`src/rtl/strong_coupling_row_filter_macros.svh`:
```
// assertion helpers shared by the row filter modules
// every use expects signals named clk and rst in scope
`ifndef STRONG_COUPLING_ROW_FILTER_MACROS_SVH
`define STRONG_COUPLING_ROW_FILTER_MACROS_SVH

// consequent must hold in the same cycle as the antecedent
`define SCRF_ASSERT_SAME(label, ante, cons, msg) \
  label: assert property (@(posedge clk) disable iff (rst) (ante) |-> (cons)) \
    else $error(msg);

// consequent must hold in the cycle after the antecedent
`define SCRF_ASSERT_NEXT(label, ante, cons, msg) \
  label: assert property (@(posedge clk) disable iff (rst) (ante) |=> (cons)) \
    else $error(msg);

`endif

```
`src/rtl/scrf_pkg.sv`:
```
`timescale 1ns / 1ps

package scrf_pkg;

  // row buffer geometry
  localparam int ROW_MAX    = 32;
  localparam int INDEX_BITS = 16;
  localparam int CNT_W      = $clog2(ROW_MAX + 1);
  localparam int ADDR_W     = $clog2(ROW_MAX);

  // field widths
  localparam int COL_W   = 16;
  localparam int VAL_W   = 32;
  localparam int FRAC_W  = 16;
  localparam int ENTRY_W = COL_W + VAL_W;

  // arithmetic widths
  localparam int SUM_W  = VAL_W + $clog2(ROW_MAX) + 1;
  localparam int EXT_W  = VAL_W + 1;
  localparam int PROD_W = 50;
  localparam int CMP_W  = SUM_W + FRAC_W;

  localparam logic [COL_W-1:0] IDX_MASK = COL_W'((64'd1 << INDEX_BITS) - 64'd1);

  // configuration port
  localparam int CFG_IDX_W  = 2;
  localparam int CFG_DATA_W = 18;
  localparam int THR_W      = 16;
  localparam int MRS_W      = 18;

  localparam logic [MRS_W-1:0] MRS_ONE       = MRS_W'(65536);
  localparam logic [THR_W-1:0] THR_RESET     = THR_W'(16384);
  localparam logic [MRS_W-1:0] MRS_RESET     = MRS_W'(58982);

  typedef enum logic [CFG_IDX_W-1:0] {
    REG_MODE      = 2'd0,
    REG_THRESHOLD = 2'd1,
    REG_ROW_SUM   = 2'd2
  } reg_idx_t;

  typedef enum logic [1:0] {
    MODE_SCALED = 2'd0,
    MODE_NEG    = 2'd1,
    MODE_ABS    = 2'd2,
    MODE_RSVD   = 2'd3
  } mode_t;

  typedef struct packed {
    mode_t            mode;
    logic [THR_W-1:0] eps_ratio;
    logic [MRS_W-1:0] sum_limit;
  } cfg_t;

  typedef struct packed {
    logic signed [VAL_W-1:0] value;
    logic [COL_W-1:0]        column;
  } entry_t;

  typedef enum logic [2:0] {
    S_LOAD,
    S_SCAN,
    S_TAIL,
    S_MUL,
    S_CMP,
    S_RD,
    S_EV,
    S_FIN
  } state_t;

  // controller to datapath
  typedef struct packed {
    logic              wr_entry;
    logic              rd_en;
    logic [ADDR_W-1:0] rd_addr;
    logic              scan_acc;
    logic              calc_mul;
    logic              calc_weak;
    logic              eval;
    logic              finish;
  } dp_cmd_t;

  // datapath to controller
  typedef struct packed {
    logic [CNT_W-1:0] count;
    logic             eval_hold;
    logic             out_free;
  } dp_status_t;

endpackage

```
`src/rtl/scrf_ctrl.sv`:
```
`timescale 1ns / 1ps
`include "strong_coupling_row_filter_macros.svh"

module scrf_ctrl import scrf_pkg::*; (
  input  logic       clk,
  input  logic       rst,
  input  logic       in_valid,
  output logic       in_ready,
  input  logic       in_last,
  input  dp_status_t status,
  output dp_cmd_t    cmd
);

  state_t           state;
  state_t           state_next;
  logic [CNT_W-1:0] idx;
  logic [CNT_W-1:0] idx_next;
  logic [CNT_W-1:0] idx_inc;
  logic             at_end;
  logic             scan_vld;

  assign idx_inc = idx + 1'b1;
  assign at_end  = (idx_inc == status.count);

  // state, entry index and scan read pipeline flag
  always_ff @(posedge clk) begin
    if (rst) begin
      state    <= S_LOAD;
      idx      <= '0;
      scan_vld <= 1'b0;
    end else begin
      state    <= state_next;
      idx      <= idx_next;
      scan_vld <= (state == S_SCAN);
    end
  end

  // next state and commands
  always_comb begin
    state_next  = state;
    idx_next    = idx;
    in_ready    = 1'b0;
    cmd         = '0;
    cmd.rd_addr = idx[ADDR_W-1:0];
    unique case (state)
      S_LOAD: begin
        in_ready     = 1'b1;
        cmd.wr_entry = in_valid;
        if (in_valid && in_last) begin
          state_next = S_SCAN;
          idx_next   = '0;
        end
      end
      S_SCAN: begin
        cmd.rd_en    = 1'b1;
        cmd.scan_acc = scan_vld;
        if (at_end) begin
          state_next = S_TAIL;
          idx_next   = '0;
        end else begin
          idx_next = idx_inc;
        end
      end
      S_TAIL: begin
        cmd.scan_acc = 1'b1;
        state_next   = S_MUL;
      end
      S_MUL: begin
        cmd.calc_mul = 1'b1;
        state_next   = S_CMP;
      end
      S_CMP: begin
        cmd.calc_weak = 1'b1;
        state_next    = S_RD;
      end
      S_RD: begin
        cmd.rd_en  = 1'b1;
        state_next = S_EV;
      end
      S_EV: begin
        if (!status.eval_hold) begin
          cmd.eval = 1'b1;
          if (at_end) begin
            state_next = S_FIN;
            idx_next   = '0;
          end else begin
            idx_next   = idx_inc;
            state_next = S_RD;
          end
        end
      end
      S_FIN: begin
        if (status.out_free) begin
          cmd.finish = 1'b1;
          state_next = S_LOAD;
        end
      end
      default: state_next = S_LOAD;
    endcase
  end

  `SCRF_ASSERT_NEXT(a_last_starts_scan, in_valid && in_ready && in_last, state == S_SCAN, "final entry did not start the scan")
  `SCRF_ASSERT_SAME(a_idx_in_row, (state == S_SCAN) || (state == S_RD) || (state == S_EV), idx < status.count, "entry index beyond buffered row")

endmodule

```
`config.mk`:
```
export PLATFORM = sky130hd
export DESIGN_NAME = scrf_ctrl
export DESIGN_NICKNAME = d
export VERILOG_FILES = /design/src/rtl/scrf_pkg.sv /design/src/rtl/scrf_ctrl.sv
export VERILOG_INCLUDE_DIRS = /design/src /design/src/rtl
export SDC_FILE = /design/constraint.sdc
export NUM_CORES = 1
export LEC_CHECK = 0
export BUFFER_PORTS_ARGS = -buffer_cell sky130_fd_sc_hd__buf_2
export CAP_MARGIN = 20
export CORE_ASPECT_RATIO = 1.1
export CORE_MARGIN = 4
export CORE_UTILIZATION = 49
export CTS_CLUSTER_SIZE = 14
export DETAILED_ROUTE_END_ITERATION = 7
export HOLD_SLACK_MARGIN = 0.15
export PLACE_DENSITY = 0.82
export SETUP_SLACK_MARGIN = 0.4
export SYNTH_ARGS = -nofsm -noshare
export SYNTH_HDL_FRONTEND = slang
export SYNTH_SLANG_ARGS = --single-unit
```
`constraint.sdc`:
```
create_clock -name clk -period 2.1 [get_ports clk]
set_input_delay 0.42 -clock clk [delete_from_list [all_inputs] [get_ports clk]]
set_output_delay 0.42 -clock clk [all_outputs]
set_load 0.03 [all_outputs]
```
==> run summary <==
The flow ran to the end, and the final reports show no timing, DRC or antenna violations. Once detailed placement completed, the half-perimeter wirelength came to 1340 um. The tools report the achievable frequency as 531 MHz. The most common flop cell mapped by yosys was sky130_fd_sc_hd__dfxtp_1. Counting the buffers created by CTS gives 3. The type of the setup path with the least slack was reg -> reg. The final clock skew is 9.67 ps. Setup slack on the worst reg-to-reg path comes out at 220 ps. The full die area is 2360 sq um, and the clock slew at the register clock pins of the worst setup and hold paths is 70 ps. The logs give 24.8% for the sequential-to-total area share from yosys stat and 121 for the number of filler cells placed in the layout. The H-tree depth is 1, and the gate count of the mapped netlist is 101.

The tools report the worst flop-to-flop path startpoint as idx[0]$_SDFFE_PP0P_. The core box area was 1560 sq um. The worst setup path is captured at a register. For this design the static power due to leakage is 0.437 nW.

The clock drives 10 sinks. The count of nets after finishing was 138. The type of the most critical hold path is in -> reg.

Once routing completed, OpenROAD measured the worst setup slack at 217 ps. Compared with the post-synthesis result, the final layout area differs by 36.2%. The run gives 0 as the remaining routing DRC violations. Beginning of the worst hold path: status[0]. Ranked by total cell area, the synthesized netlist is headed by sky130_fd_sc_hd__dfxtp_1, sky130_fd_sc_hd__buf_4, sky130_fd_sc_hd__a21oi_1, sky130_fd_sc_hd__nor2_1, sky130_fd_sc_hd__o311ai_0. Port buffering added 24 buffers.

The largest fanout of any net on the critical path came out at 7. The first global-routing pass estimated 3130 um of wire. The power density over cell area is 437 nW/um^2, and the final weighted congestion in routability-driven placement is 0.810. The via count of the first global-routing pass was 717; the largest stage delay on the critical path was 380 ps. The Yosys warning count came out at 0.

The run gives 0 as the number of hold violations in the final report. Across every metal layer, demand over resource in global routing totals 18.2%. Among cell families on the critical path, the largest total delay comes from compound AO/OA/AOI/OAI gates.

TritonCTS built the clock tree. Ranked by instance count, the synthesized netlist is headed by sky130_fd_sc_hd__dfxtp_1, sky130_fd_sc_hd__nor2_1, sky130_fd_sc_hd__a21oi_1. For the pin with the worst max-slew slack, the measured transition is 404 ps. Max-cap violations in this run came to 0.

After detailed routing, the number of vias per cell comes to 5.96. The final core utilization was 70.4%; the number of placement rows was 15. Cell type of the slowest stage on the worst timing path: sky130_fd_sc_hd__dfxtp_4. The tools report the boundary pin count as 25. After routing, the total negative slack on setup checks comes to 0 ps. Proportion of layout cells with a drive suffix above 1: 46.0%.

The maximum number of pins on one net before global-route repair came out at 15. The final non-filler cell total is 141, and the number of design-rule violations left by the first detailed-router iteration is 16. The worst slew margin relative to its limit came out at 73.0%. Synthesis inferred 10 register bits. The maximum root-to-sink buffer count came out at 2. The average cell area after synthesis was 7.98 sq um; the arrival time of data at the critical path endpoint was 2060 ps. The number of antenna violations at the first check in global routing came out at 0. The total overflow left after global routing is 0.

The max-slew violation count was 0. The tree is rooted in a sky130_fd_sc_hd__clkbuf_4. For the number of diodes, the log shows 0. Synthesis instantiated 38 different standard cells from the library.

Synthesis produced a netlist with a net count of 114. The mapped netlist covers 806 sq um. The run gives 474 ps as the worst hold slack after final layout. The worst register-to-register path ends at state[1]$_SDFFE_PP0P_. The via total after detailed routing is 840. The worst hold path terminates at state[0]$_SDFFE_PP0P_. The fraction of the cycle the final worst path needs is 89.7%. The tools report the cell count after placement as 134. The data required time of the critical path came out at 2270 ps.

The synthesized design contains 0 enable-type register cells. The largest area contributor in the netlist is sky130_fd_sc_hd__dfxtp_1. The kind of start point of the critical path is a register. The per-cell routed wire length works out to 14.1 um.

In this run the vertical extent of the chip is 50.5 um. The shortest period the worst path allows came out at 1880 ps. The final layout contains routed wiring with a total length of 1990 um. The die is 46.7 um wide. Traced cell by cell, the critical path runs through ha_4 > xor2_1 > o211ai_1 > mux2i_4 > or3_4 > a2111oi_4. Setup repair after global routing could not meet its margin everywhere.

Once the floorplan was initialized, standard cells occupied 51.7% of the core. The async set or reset register ratio after synthesis is 0%, and the depth of the worst hold-timing path is 4. VDD sags by at most 328 uV. The most critical setup path has its startpoint at idx[0]$_SDFFE_PP0P_. The share of the synthesized area in the top cell type was 24.8%. The first detailed-routing pass took 4 iterations.

The remaining antenna violation count after routing is 0, and the total of endpoints with negative setup slack in the final report is 0. For the worst-skew pair, the clock arrives at the later sink with an insertion delay of 280 ps. Pre-CTS setup slack: 174 ps. The total buffers and inverters traversed by the critical path is 0. Measured in cells, the most critical reg-to-reg path has a length of 6.
[metrics by stage]
stage / total power (W) / cell area [sq um]
after floorplan: 0.000269 / 836
after global placement: 0.000292 / 932
after detailed placement: 0.000294 / 932
after CTS: 0.000477 / 1000
after global routing: 0.000507 / 1100
final: 0.000480 / 1100
[per-layer routing]
layer  GRT usage (%)  up-vias  part of all wire [%]
met5               0        -                     0
met3            7.17       10                   5.6
met1            23.8      395                    41
met2            25.5       21                    51
li1                -      414                     -
met4            8.76        0                   2.8
[registers in the layout, indices dropped and copies added (netlist names)]
signal    flops
idx           6
state         3
scan_vld      1
[layout make-up]
| type | instances | area [sq um] | share of cell area [%] |
|---|---|---|---|
| multi-input combinational | 79 | 637 | 58.0 |
| inverter | 2 | 7.51 | 0.684 |
| timing repair buffer | 29 | 175 | 16.0 |
| clock buffer | 4 | 36.3 | 3.31 |
| tap | 17 | 21.3 | 1.94 |
| sequential | 10 | 220 | 20.1 |
[layout by cell type (no fill, tap or decap), types with 2 or more instances in the layout]
cell	synthesis	layout
sky130_fd_sc_hd__buf_4	6	5
sky130_fd_sc_hd__nand3_1	5	5
sky130_fd_sc_hd__nor2b_1	4	3
sky130_fd_sc_hd__nor4_1	2	2
sky130_fd_sc_hd__xnor2_1	2	2
sky130_fd_sc_hd__o31ai_1	2	2
sky130_fd_sc_hd__nor2_1	10	7
sky130_fd_sc_hd__nor3b_1	3	3
sky130_fd_sc_hd__a21oi_1	8	8
sky130_fd_sc_hd__nor2_2	0	2
sky130_fd_sc_hd__dfxtp_4	0	4
sky130_fd_sc_hd__and2_1	2	2
sky130_fd_sc_hd__dfxtp_1	10	2
sky130_fd_sc_hd__inv_1	2	2
sky130_fd_sc_hd__nand2_1	7	7
sky130_fd_sc_hd__o311ai_1	0	3
sky130_fd_sc_hd__buf_2	0	22
sky130_fd_sc_hd__xor2_1	4	4
sky130_fd_sc_hd__dfxtp_2	0	4
sky130_fd_sc_hd__or2b_1	2	2
sky130_fd_sc_hd__o21ai_1	0	2
sky130_fd_sc_hd__clkbuf_4	0	4
[worst max path at each step]
stage / depth (start not counted) / slack (ps) / endpoint
after floorplan: 5 / 230 / idx[2]$_SDFFE_PP0P_
after global placement: 6 / 250 / state[1]$_SDFFE_PP0P_
after detailed placement: 5 / 170 / state[1]$_SDFFE_PP0P_
after CTS: 6 / 200 / state[1]$_SDFFE_PP0P_
after global routing: 7 / 130 / idx[1]$_SDFFE_PP0P_
final: 6 / 220 / state[1]$_SDFFE_PP0P_
[cell families after synthesis]
logic type	after synthesis	share of synthesized area, %
multiplexers	1	1.24
flip-flops	10	24.8
AND/OR/NAND/NOR	45	31.2
XOR/XNOR	8	11.5
buffers and inverters	12	8.38
AO/OA/AOI/OAI	24	21.3
adder cells (fa/ha/maj)	1	1.55
[repair_timing]
action                     CTS  global route
setup endpoints to repair   12            13
hold buffers                 0             0
resized for setup           10            19
buffers inserted             1             2
pin swaps                    1             2
hold endpoints to repair     0             0
[worst min-delay path: stages]
cell and delay, ps:
sky130_fd_sc_hd__buf_2 80, sky130_fd_sc_hd__inv_1 40, sky130_fd_sc_hd__nand3_1 70, sky130_fd_sc_hd__a311oi_1 80
[report_power, final]
| part | leakage [nW] | internal (W) | switching, W |
|---|---|---|---|
| Clock | 0.0210 | 0.000105 | 0.0000692 |
| Sequential | 0.0861 | 0.000191 | 0.0000103 |
| Combinational | 0.330 | 0.0000440 | 0.0000598 |
No activity file was read; power rests on OpenSTA's default activity.
