===== config.mk =====
export PLATFORM = sky130hd
export DESIGN_NAME = scrf_dp
export DESIGN_NICKNAME = d
export VERILOG_FILES = /design/src/rtl/scrf_pkg.sv /design/src/rtl/scrf_ram.sv /design/src/rtl/scrf_dp.sv
export VERILOG_INCLUDE_DIRS = /design/src /design/src/rtl
export SDC_FILE = /design/constraint.sdc
export NUM_CORES = 2
export LEC_CHECK = 0
export ABC_AREA = 1
export BUFFER_PORTS_ARGS = -buffer_cell sky130_fd_sc_hd__buf_4
export CAP_MARGIN = 20
export CORE_MARGIN = 8
export CORE_UTILIZATION = 35
export DETAILED_ROUTE_END_ITERATION = 8
export RECOVER_POWER = 100
export SLEW_MARGIN = 15
export SYNTH_ARGS = -nofsm -noshare
export SYNTH_HDL_FRONTEND = slang
export SYNTH_SLANG_ARGS = --single-unit
export TNS_END_PERCENT = 10

===== constraint.sdc =====
create_clock -name clk -period 8.8 [get_ports clk]
set_input_delay 0.88 -clock clk [delete_from_list [all_inputs] [get_ports clk]]
set_output_delay 0.88 -clock clk [all_outputs]
set_load 0.05 [all_outputs]

===== src/rtl/strong_coupling_row_filter_macros.svh =====
// assertion helpers shared by the row filter modules
// every use expects signals named clk and rst in scope
`ifndef STRONG_COUPLING_ROW_FILTER_MACROS_SVH
`define STRONG_COUPLING_ROW_FILTER_MACROS_SVH

// consequent must hold in the same cycle as the antecedent
`define SCRF_ASSERT_SAME(label, ante, cons, msg) \
  label: assert property (@(posedge clk) disable iff (rst) (ante) |-> (cons)) \
    else $error(msg);

// consequent must hold in the cycle after the antecedent
`define SCRF_ASSERT_NEXT(label, ante, cons, msg) \
  label: assert property (@(posedge clk) disable iff (rst) (ante) |=> (cons)) \
    else $error(msg);

`endif


===== src/rtl/scrf_pkg.sv =====
`timescale 1ns / 1ps

package scrf_pkg;

  // row buffer geometry
  localparam int ROW_MAX    = 32;
  localparam int INDEX_BITS = 16;
  localparam int CNT_W      = $clog2(ROW_MAX + 1);
  localparam int ADDR_W     = $clog2(ROW_MAX);

  // field widths
  localparam int COL_W   = 16;
  localparam int VAL_W   = 32;
  localparam int FRAC_W  = 16;
  localparam int ENTRY_W = COL_W + VAL_W;

  // arithmetic widths
  localparam int SUM_W  = VAL_W + $clog2(ROW_MAX) + 1;
  localparam int EXT_W  = VAL_W + 1;
  localparam int PROD_W = 50;
  localparam int CMP_W  = SUM_W + FRAC_W;

  localparam logic [COL_W-1:0] IDX_MASK = COL_W'((64'd1 << INDEX_BITS) - 64'd1);

  // configuration port
  localparam int CFG_IDX_W  = 2;
  localparam int CFG_DATA_W = 18;
  localparam int THR_W      = 16;
  localparam int MRS_W      = 18;

  localparam logic [MRS_W-1:0] MRS_ONE       = MRS_W'(65536);
  localparam logic [THR_W-1:0] THR_RESET     = THR_W'(16384);
  localparam logic [MRS_W-1:0] MRS_RESET     = MRS_W'(58982);

  typedef enum logic [CFG_IDX_W-1:0] {
    REG_MODE      = 2'd0,
    REG_THRESHOLD = 2'd1,
    REG_ROW_SUM   = 2'd2
  } reg_idx_t;

  typedef enum logic [1:0] {
    MODE_SCALED = 2'd0,
    MODE_NEG    = 2'd1,
    MODE_ABS    = 2'd2,
    MODE_RSVD   = 2'd3
  } mode_t;

  typedef struct packed {
    mode_t            mode;
    logic [THR_W-1:0] eps_ratio;
    logic [MRS_W-1:0] sum_limit;
  } cfg_t;

  typedef struct packed {
    logic signed [VAL_W-1:0] value;
    logic [COL_W-1:0]        column;
  } entry_t;

  typedef enum logic [2:0] {
    S_LOAD,
    S_SCAN,
    S_TAIL,
    S_MUL,
    S_CMP,
    S_RD,
    S_EV,
    S_FIN
  } state_t;

  // controller to datapath
  typedef struct packed {
    logic              wr_entry;
    logic              rd_en;
    logic [ADDR_W-1:0] rd_addr;
    logic              scan_acc;
    logic              calc_mul;
    logic              calc_weak;
    logic              eval;
    logic              finish;
  } dp_cmd_t;

  // datapath to controller
  typedef struct packed {
    logic [CNT_W-1:0] count;
    logic             eval_hold;
    logic             out_free;
  } dp_status_t;

endpackage


===== src/rtl/scrf_ram.sv =====
`timescale 1ns / 1ps

module scrf_ram #(
  parameter int WIDTH = 8,
  parameter int DEPTH = 32
) (
  input  logic                     clk,
  input  logic                     we,
  input  logic [$clog2(DEPTH)-1:0] waddr,
  input  logic [WIDTH-1:0]         wdata,
  input  logic                     re,
  input  logic [$clog2(DEPTH)-1:0] raddr,
  output logic [WIDTH-1:0]         rdata
);

  logic [WIDTH-1:0] mem [DEPTH];

  // one write port, one registered read port
  always_ff @(posedge clk) begin
    if (we) begin
      mem[waddr] <= wdata;
    end
    if (re) begin
      rdata <= mem[raddr];
    end
  end

endmodule


===== src/rtl/scrf_dp.sv =====
`timescale 1ns / 1ps
`include "strong_coupling_row_filter_macros.svh"

module scrf_dp import scrf_pkg::*; (
  input  logic                    clk,
  input  logic                    rst,
  input  cfg_t                    cfg,
  input  dp_cmd_t                 cmd,
  output dp_status_t              status,
  input  logic [COL_W-1:0]        in_row,
  input  logic [COL_W-1:0]        in_col,
  input  logic signed [VAL_W-1:0] in_value,
  input  logic                    in_last,
  output logic                    out_valid,
  input  logic                    out_ready,
  output logic [COL_W-1:0]        out_column,
  output logic                    out_is_strong,
  output logic                    out_overflow,
  output logic                    out_last
);

  logic [CNT_W-1:0]        entry_count;
  logic signed [SUM_W-1:0] running_sum;
  logic                    overflow_seen;
  logic [COL_W-1:0]        row_reg;
  logic signed [EXT_W-1:0] running_extreme;
  logic signed [VAL_W-1:0] diagonal_value;
  logic                    diag_found;
  logic [PROD_W-1:0]       weak_prod;
  logic signed [PROD_W-1:0] thr;
  logic                    row_weak;
  logic                    pend_valid;
  logic [COL_W-1:0]        pend_col;

  mode_t                   m;
  logic                    full;
  entry_t                  wr_entry_data;
  entry_t                  rd_entry;
  logic                    rd_diag;
  logic signed [EXT_W-1:0] rd_ext;
  logic signed [EXT_W-1:0] rd_neg;
  logic signed [EXT_W-1:0] rd_abs;
  logic signed [EXT_W-1:0] rd_cand;
  logic signed [EXT_W-1:0] diag_ext;
  logic [VAL_W-1:0]        diag_mag;
  logic signed [THR_W:0]   eps_s;
  logic [PROD_W-1:0]       weak_prod_next;
  logic signed [PROD_W-1:0] thr_next;
  logic [SUM_W-1:0]        sum_mag;
  logic [CMP_W-1:0]        sum_scaled;
  logic                    row_weak_next;
  logic signed [PROD_W-1:0] e_sh;
  logic signed [PROD_W-1:0] neg_sh;
  logic signed [PROD_W-1:0] abs_sh;
  logic                    strong_raw;
  logic                    rd_strong;
  logic                    out_free;
  logic                    load_mid;

  // reserved mode code behaves as scaled minimum
  assign m = (cfg.mode == MODE_RSVD) ? MODE_SCALED : cfg.mode;

  // row buffer
  assign full                 = (entry_count == CNT_W'(ROW_MAX));
  assign wr_entry_data.value  = in_value;
  assign wr_entry_data.column = in_col & IDX_MASK;

  scrf_ram #(
    .WIDTH(ENTRY_W),
    .DEPTH(ROW_MAX)
  ) u_row_ram (
    .clk  (clk),
    .we   (cmd.wr_entry && !full),
    .waddr(entry_count[ADDR_W-1:0]),
    .wdata(wr_entry_data),
    .re   (cmd.rd_en),
    .raddr(cmd.rd_addr),
    .rdata(rd_entry)
  );

  // per-entry terms from the read data
  assign rd_diag = (rd_entry.column == row_reg);
  assign rd_ext  = {rd_entry.value[VAL_W-1], rd_entry.value};
  assign rd_neg  = -rd_ext;
  assign rd_abs  = rd_ext[EXT_W-1] ? rd_neg : rd_ext;
  assign rd_cand = (m == MODE_NEG) ? rd_neg : rd_abs;

  // row statistics products
  assign diag_ext       = {diagonal_value[VAL_W-1], diagonal_value};
  assign diag_mag       = diag_ext[EXT_W-1] ? VAL_W'(-diag_ext) : VAL_W'(diag_ext);
  assign eps_s          = $signed({1'b0, cfg.eps_ratio});
  assign weak_prod_next = PROD_W'(cfg.sum_limit) * PROD_W'(diag_mag);
  assign thr_next       = PROD_W'(eps_s) * PROD_W'(running_extreme);

  // row-sum test against the scaled diagonal
  assign sum_mag       = running_sum[SUM_W-1] ? SUM_W'(-running_sum) : SUM_W'(running_sum);
  assign sum_scaled    = {sum_mag, {FRAC_W{1'b0}}};
  assign row_weak_next = (m == MODE_SCALED) && (cfg.sum_limit < MRS_ONE) &&
                         (sum_scaled > CMP_W'(weak_prod));

  // strength test of one buffered entry
  assign e_sh   = PROD_W'(rd_ext) <<< FRAC_W;
  assign neg_sh = PROD_W'(rd_neg) <<< FRAC_W;
  assign abs_sh = PROD_W'(rd_abs) <<< FRAC_W;

  always_comb begin
    case (m)
      MODE_NEG: strong_raw = (neg_sh >= thr);
      MODE_ABS: strong_raw = (abs_sh >= thr);
      default:  strong_raw = !row_weak && (e_sh < thr);
    endcase
  end

  assign rd_strong = strong_raw && !rd_diag;

  // status back to the controller
  assign out_free         = !out_valid || out_ready;
  assign status.count     = entry_count;
  assign status.out_free  = out_free;
  assign status.eval_hold = rd_strong && pend_valid && !out_free;

  // row state: load, scan, statistics
  always_ff @(posedge clk) begin
    if (rst || cmd.finish) begin
      entry_count     <= '0;
      running_sum     <= '0;
      overflow_seen   <= 1'b0;
      running_extreme <= '0;
      diagonal_value  <= '0;
      diag_found      <= 1'b0;
      row_weak        <= 1'b0;
    end else begin
      if (cmd.wr_entry) begin
        if (!full) begin
          entry_count <= entry_count + 1'b1;
          running_sum <= running_sum + SUM_W'(in_value);
        end else begin
          overflow_seen <= 1'b1;
        end
      end
      if (cmd.scan_acc) begin
        if (rd_diag && !diag_found) begin
          diagonal_value <= rd_entry.value;
          diag_found     <= 1'b1;
        end
        if (m == MODE_SCALED) begin
          if (rd_ext < running_extreme) begin
            running_extreme <= rd_ext;
          end
        end else if (!rd_diag && (rd_cand > running_extreme)) begin
          running_extreme <= rd_cand;
        end
      end
      if (cmd.calc_weak) begin
        row_weak <= row_weak_next;
      end
    end
  end

  // row index of the final entry and the registered products
  always_ff @(posedge clk) begin
    if (cmd.wr_entry && in_last) begin
      row_reg <= in_row & IDX_MASK;
    end
    if (cmd.calc_mul) begin
      weak_prod <= weak_prod_next;
      thr       <= thr_next;
    end
  end

  // one strong column held back until the next one shows whether it is last
  always_ff @(posedge clk) begin
    if (rst || cmd.finish) begin
      pend_valid <= 1'b0;
    end else if (cmd.eval && rd_strong) begin
      pend_valid <= 1'b1;
    end
  end

  always_ff @(posedge clk) begin
    if (cmd.eval && rd_strong) begin
      pend_col <= rd_entry.column;
    end
  end

  // output register
  assign load_mid = cmd.eval && rd_strong && pend_valid;

  always_ff @(posedge clk) begin
    if (rst) begin
      out_valid <= 1'b0;
    end else if (load_mid || cmd.finish) begin
      out_valid <= 1'b1;
    end else if (out_ready) begin
      out_valid <= 1'b0;
    end
  end

  always_ff @(posedge clk) begin
    if (load_mid) begin
      out_column    <= pend_col;
      out_is_strong <= 1'b1;
      out_overflow  <= overflow_seen;
      out_last      <= 1'b0;
    end else if (cmd.finish) begin
      out_column    <= pend_valid ? pend_col : '0;
      out_is_strong <= pend_valid;
      out_overflow  <= overflow_seen;
      out_last      <= 1'b1;
    end
  end

  `SCRF_ASSERT_SAME(a_mid_load_has_room, load_mid, out_free, "strong result loaded into busy output")
  `SCRF_ASSERT_NEXT(a_row_cleared, cmd.finish, (entry_count == '0) && !overflow_seen && !pend_valid, "row state not cleared after finish")

endmodule


==> impl_metrics.prom <==
# TYPE chip_impl_metric gauge
chip_impl_info{name="result_of_the_run",value="finished, violations left"} 1
chip_impl_info{name="violations",value="capacitance limit, slew limit"} 1
chip_impl_info{name="largest-register",value="u_row_ram.mem"} 1
chip_impl_info{name="crit_start",value="cmd[7]"} 1
chip_impl_metric{name="cts_hold_buf",unit=""} 0
chip_impl_info{name="hp-class",value="in -> reg"} 1
chip_impl_metric{name="layout-drive-gt1-share",unit="%"} 4.47
chip_impl_metric{name="postSynth.asyncResetShare",unit="%"} 0
chip_impl_metric{name="routabilityCongestion",unit=""} 0.933
chip_impl_metric{name="post-synth-top-area-fraction",unit="%"} 44.1
chip_impl_metric{name="power.static_leakage",unit="nW"} 52.3
chip_impl_info{name="ctsRootBufferMaster",value="sky130_fd_sc_hd__clkbuf_16"} 1
chip_impl_metric{name="cts_max_level",unit=""} 4
chip_impl_metric{name="totalNegativeSetupSlack",unit="ns"} 0
chip_impl_metric{name="worst_slack",unit="ns"} 0.279
chip_impl_metric{name="synth_area_per_cell",unit="sq um"} 10.1
chip_impl_metric{name="placement.cell_area",unit="sq um"} 124000
chip_impl_metric{name="finish.utilization",unit="%"} 38.5
chip_impl_metric{name="netlist_area",unit="sq um"} 118000
chip_impl_metric{name="max_slew_margin",unit="%"} -182
chip_impl_metric{name="vias_in_the_first_global_route",unit=""} 84100
chip_impl_info{name="busiest_layer",value="met2"} 1
chip_impl_info{name="timing.critical_path.from_type",value="input port"} 1
chip_impl_metric{name="post_cts_clock_slew_at_the_launch_and_capture_registers_of_the_worst_setup_and_hold_paths",unit="ns"} 0.06
chip_impl_info{name="synth.top_cells.by_area",value="sky130_fd_sc_hd__edfxtp_1 44%, sky130_fd_sc_hd__fa_1 17%, sky130_fd_sc_hd__inv_1 6.0%"} 1
chip_impl_metric{name="grt_pass1_wl",unit="microns"} 542000
chip_impl_metric{name="worst_slew_pin_slew",unit="ns"} 4.22
chip_impl_metric{name="io_pins",unit=""} 144
chip_impl_metric{name="flip_flop_count_of_the_largest_register_after_layout",unit=""} 1536
chip_impl_info{name="rsz0062_at_grt",value="false"} 1
chip_impl_metric{name="global_router_s_overall_resource_usage",unit="%"} 19.9
chip_impl_metric{name="min_period_over_period",unit="%"} 96.8
chip_impl_metric{name="peakVddDrop",unit="mV"} 0.212
chip_impl_metric{name="drtAntennaViolNets",unit=""} 0
chip_impl_metric{name="timing.critical_path.fanout_max",unit=""} 86
chip_impl_metric{name="area_growth_syn_to_layout",unit="%"} 9.54
chip_impl_metric{name="skew",unit="ns"} 0.105
chip_impl_metric{name="design.final.nets",unit=""} 13200
chip_impl_info{name="ys.flop_type",value="sky130_fd_sc_hd__edfxtp_1"} 1
chip_impl_metric{name="synthesis.instances",unit=""} 11700
chip_impl_metric{name="setup_viol",unit=""} 0
chip_impl_metric{name="yosysSeqAreaShare",unit="%"} 46.0
chip_impl_info{name="library_cell_occupying_the_most_area_in_the_post_synthesis_netlist",value="sky130_fd_sc_hd__edfxtp_1"} 1
chip_impl_metric{name="grt_use_met1",unit="%"} 26.8
chip_impl_metric{name="drv.max_cap_violation_count",unit=""} 95
chip_impl_info{name="worstSetupEndpointType",value="flop"} 1
chip_impl_metric{name="vias",unit=""} 85200
chip_impl_metric{name="hold-worst-slack",unit="ns"} 0.233
chip_impl_info{name="clock_tree_from_tritoncts",value="done"} 1
chip_impl_info{name="worst_hold_startpoint",value="in_row[2]"} 1
chip_impl_info{name="timing.rr.start",value="diagonal_value[1]"} 1
chip_impl_metric{name="total_die_area",unit="sq um"} 356000
chip_impl_metric{name="antenna_found_initial",unit=""} 52
chip_impl_metric{name="ys.warnings.count",unit=""} 0
chip_impl_metric{name="postCtsSetupBuffers",unit=""} 0
chip_impl_metric{name="cpPeakStageDelay",unit="ns"} 3.20
chip_impl_metric{name="required_time_worst_endpoint",unit="ns"} 9.17
chip_impl_metric{name="synth-edff-count",unit=""} 1733
chip_impl_metric{name="initial_core_util",unit="%"} 35.1
chip_impl_info{name="setup.worst_path.class",value="in -> reg"} 1
chip_impl_metric{name="arrival_time_reported_for_the_critical_path_endpoint",unit="ns"} 8.89
chip_impl_metric{name="count_of_cell_types_in_the_netlist",unit=""} 66
chip_impl_metric{name="number_of_register_bits_inferred_by_synthesis",unit=""} 1849
chip_impl_metric{name="drt_first_pass_iters",unit=""} 8
chip_impl_info{name="ys_top_cells_by_count",value="1,889 x sky130_fd_sc_hd__inv_1, 1,733 x sky130_fd_sc_hd__edfxtp_1, 1,668 x sky130_fd_sc_hd__nand2_1, 1,489 x sky130_fd_sc_hd__nor2_1, 1,115 x sky130_fd_sc_hd__o21ai_0"} 1
chip_impl_metric{name="placeableCoreArea",unit="sq um"} 336000
chip_impl_metric{name="clock_path_buffers",unit=""} 4
chip_impl_metric{name="portBuffers",unit=""} 143
chip_impl_metric{name="clock.fmax",unit="MHz"} 117
chip_impl_metric{name="layout_min_cycle_time",unit="ns"} 8.52
chip_impl_metric{name="power_per_cell_area",unit="nW/um^2"} 180
chip_impl_metric{name="synthesized_nets",unit=""} 13300
chip_impl_metric{name="grt.overflow.total",unit=""} 0
chip_impl_metric{name="detail_route.drc_violations",unit=""} 0
chip_impl_metric{name="die_span_in_y",unit="microns"} 597
chip_impl_metric{name="viasPerCell",unit=""} 5.23
chip_impl_info{name="synthMostInstantiatedCell",value="sky130_fd_sc_hd__inv_1"} 1
chip_impl_metric{name="design_area",unit="sq um"} 129000
chip_impl_info{name="crit_path_cell_trace",value="clkbuf_4 -> inv_1 -> clkbuf_1 -> o221ai_1 -> nand3_1 -> o21ai_0 -> nor2_1 -> a31oi_1"} 1
chip_impl_metric{name="groute.layer.met2.usage",unit="%"} 33.1
chip_impl_metric{name="cts_buffers",unit=""} 200
chip_impl_metric{name="die-width",unit="microns"} 597
chip_impl_info{name="registers_with_the_most_flip_flops",value="u_row_ram.mem (1536), thr (50), weak_prod (50)"} 1
chip_impl_metric{name="met3_layer_usage_reported_by_global_route",unit="%"} 2.76
chip_impl_metric{name="placement.setup.worst_slack",unit="ns"} 0.629
chip_impl_metric{name="worst_path_buf_inv",unit=""} 3
chip_impl_metric{name="wirelength",unit="microns"} 364000
chip_impl_metric{name="dp.final_hpwl",unit="microns"} 240000
chip_impl_info{name="cell_class_contributing_the_biggest_share_of_worst_path_delay",value="buffers and inverters"} 1
chip_impl_metric{name="timing_hold_violations_final",unit=""} 0
chip_impl_metric{name="final_max_slew_viol_count",unit=""} 2855
chip_impl_metric{name="routed_wire_length_per_instance",unit="microns"} 22.3
chip_impl_metric{name="grt_max_degree",unit=""} 191
chip_impl_metric{name="placement_rows",unit=""} 213
chip_impl_metric{name="worst_skew_pair.late_latency",unit="ns"} 0.90
chip_impl_info{name="crit_path_top_delay_cell",value="sky130_fd_sc_hd__inv_1"} 1
chip_impl_metric{name="numClockSinks",unit=""} 1849
chip_impl_metric{name="drt_iter0_markers",unit=""} 8274
## through the flow
step | instances | total power [mW]
4_1_cts | 16300 | 23.5
6_report | 16300 | 23.3
2_1_floorplan | 11700 | 13.7
5_1_grt | 16300 | 24.4
3_5_place_dp | 15900 | 15.4
3_3_place_gp | 15900 | 15.4
## routing by layer
| layer | share of wire, % | up-vias |
|---|---|---|
| li1 | - | 38500 |
| met1 | 42 | 42700 |
| met2 | 47 | 3304 |
| met3 | 7.4 | 656 |
| met4 | 3.7 | 22 |
| met5 | 0.039 | - |
## where the power goes
group          internal [mW]  total, mW  switching (mW)
sequential              9.95       10.1           0.186
combinational           1.71       5.10            3.40
clock                   4.53       8.08            3.56
## kinds of logic (layout without fill, tap and decap cells)
kind of cell	Yosys count	count (layout)	share of synthesized area, %
and+or+nand+nor	3597	3597	12.2
buffers and inverters	2508	2559	8.10
AOI/OAI and AO/OA	2098	2098	10.4
DFF	1849	1849	46.0
adders and majority gates	1474	1474	21.9
xor gates and xnor gates	190	190	1.42
other	0	16	0
## cells in the final DEF, fill, tap and decap left out, drive strengths merged, types with 4 or more instances in the layout
cell type  instances
clkinvlp           7
nor3b              4
nand3            254
nand2           1687
or2               15
diode             16
buf              131
dfxtp            116
nand4             54
o21ai           1124
o221ai           294
clkinv            99
nor4              22
xnor2             62
bufinv            11
nand3b             5
ha               490
edfxtp          1733
clkbuf           409
o21bai             8
nor2            1498
a21o              19
nor3              43
inv             1902
nor4b              4
o22ai             98
xor2             128
o31ai             10
a32oi             37
a21oi            348
fa               984
o211ai            19
and2               5
a21boi            13
o21a              25
and3               4
a31oi             91
## worst paths after layout
check | end | cells after the start | slack [ns]
setup / recovery | u_row_ram.rdata[12] | 8 | 0.28
hold / removal | row_reg[2] | 1 | 0.23
setup reg to reg | weak_prod[49] | 33 | 0.63
hold reg to reg | diag_found | 2 | 0.47
## final cells by class
class                           count  area (sq um)
Clock inverter                    119           983
Inverter                         1900          7160
Sequential cell                  1849         54400
Multi-Input combinational cell   7359         54200
Tap cell                         4515          5650
Timing Repair Buffer              294          1780
Fill cell                       33400        207000
Clock buffer                      246          5190
Antenna cell                       16          40.0
## what timing repair did
action | 4_1_cts | 5_1_grt
setup endpoints to repair | 0 | 1
gates resized for setup | 0 | 2
hold endpoints to repair | 0 | 0
No activity file was read; power rests on OpenSTA's default activity.
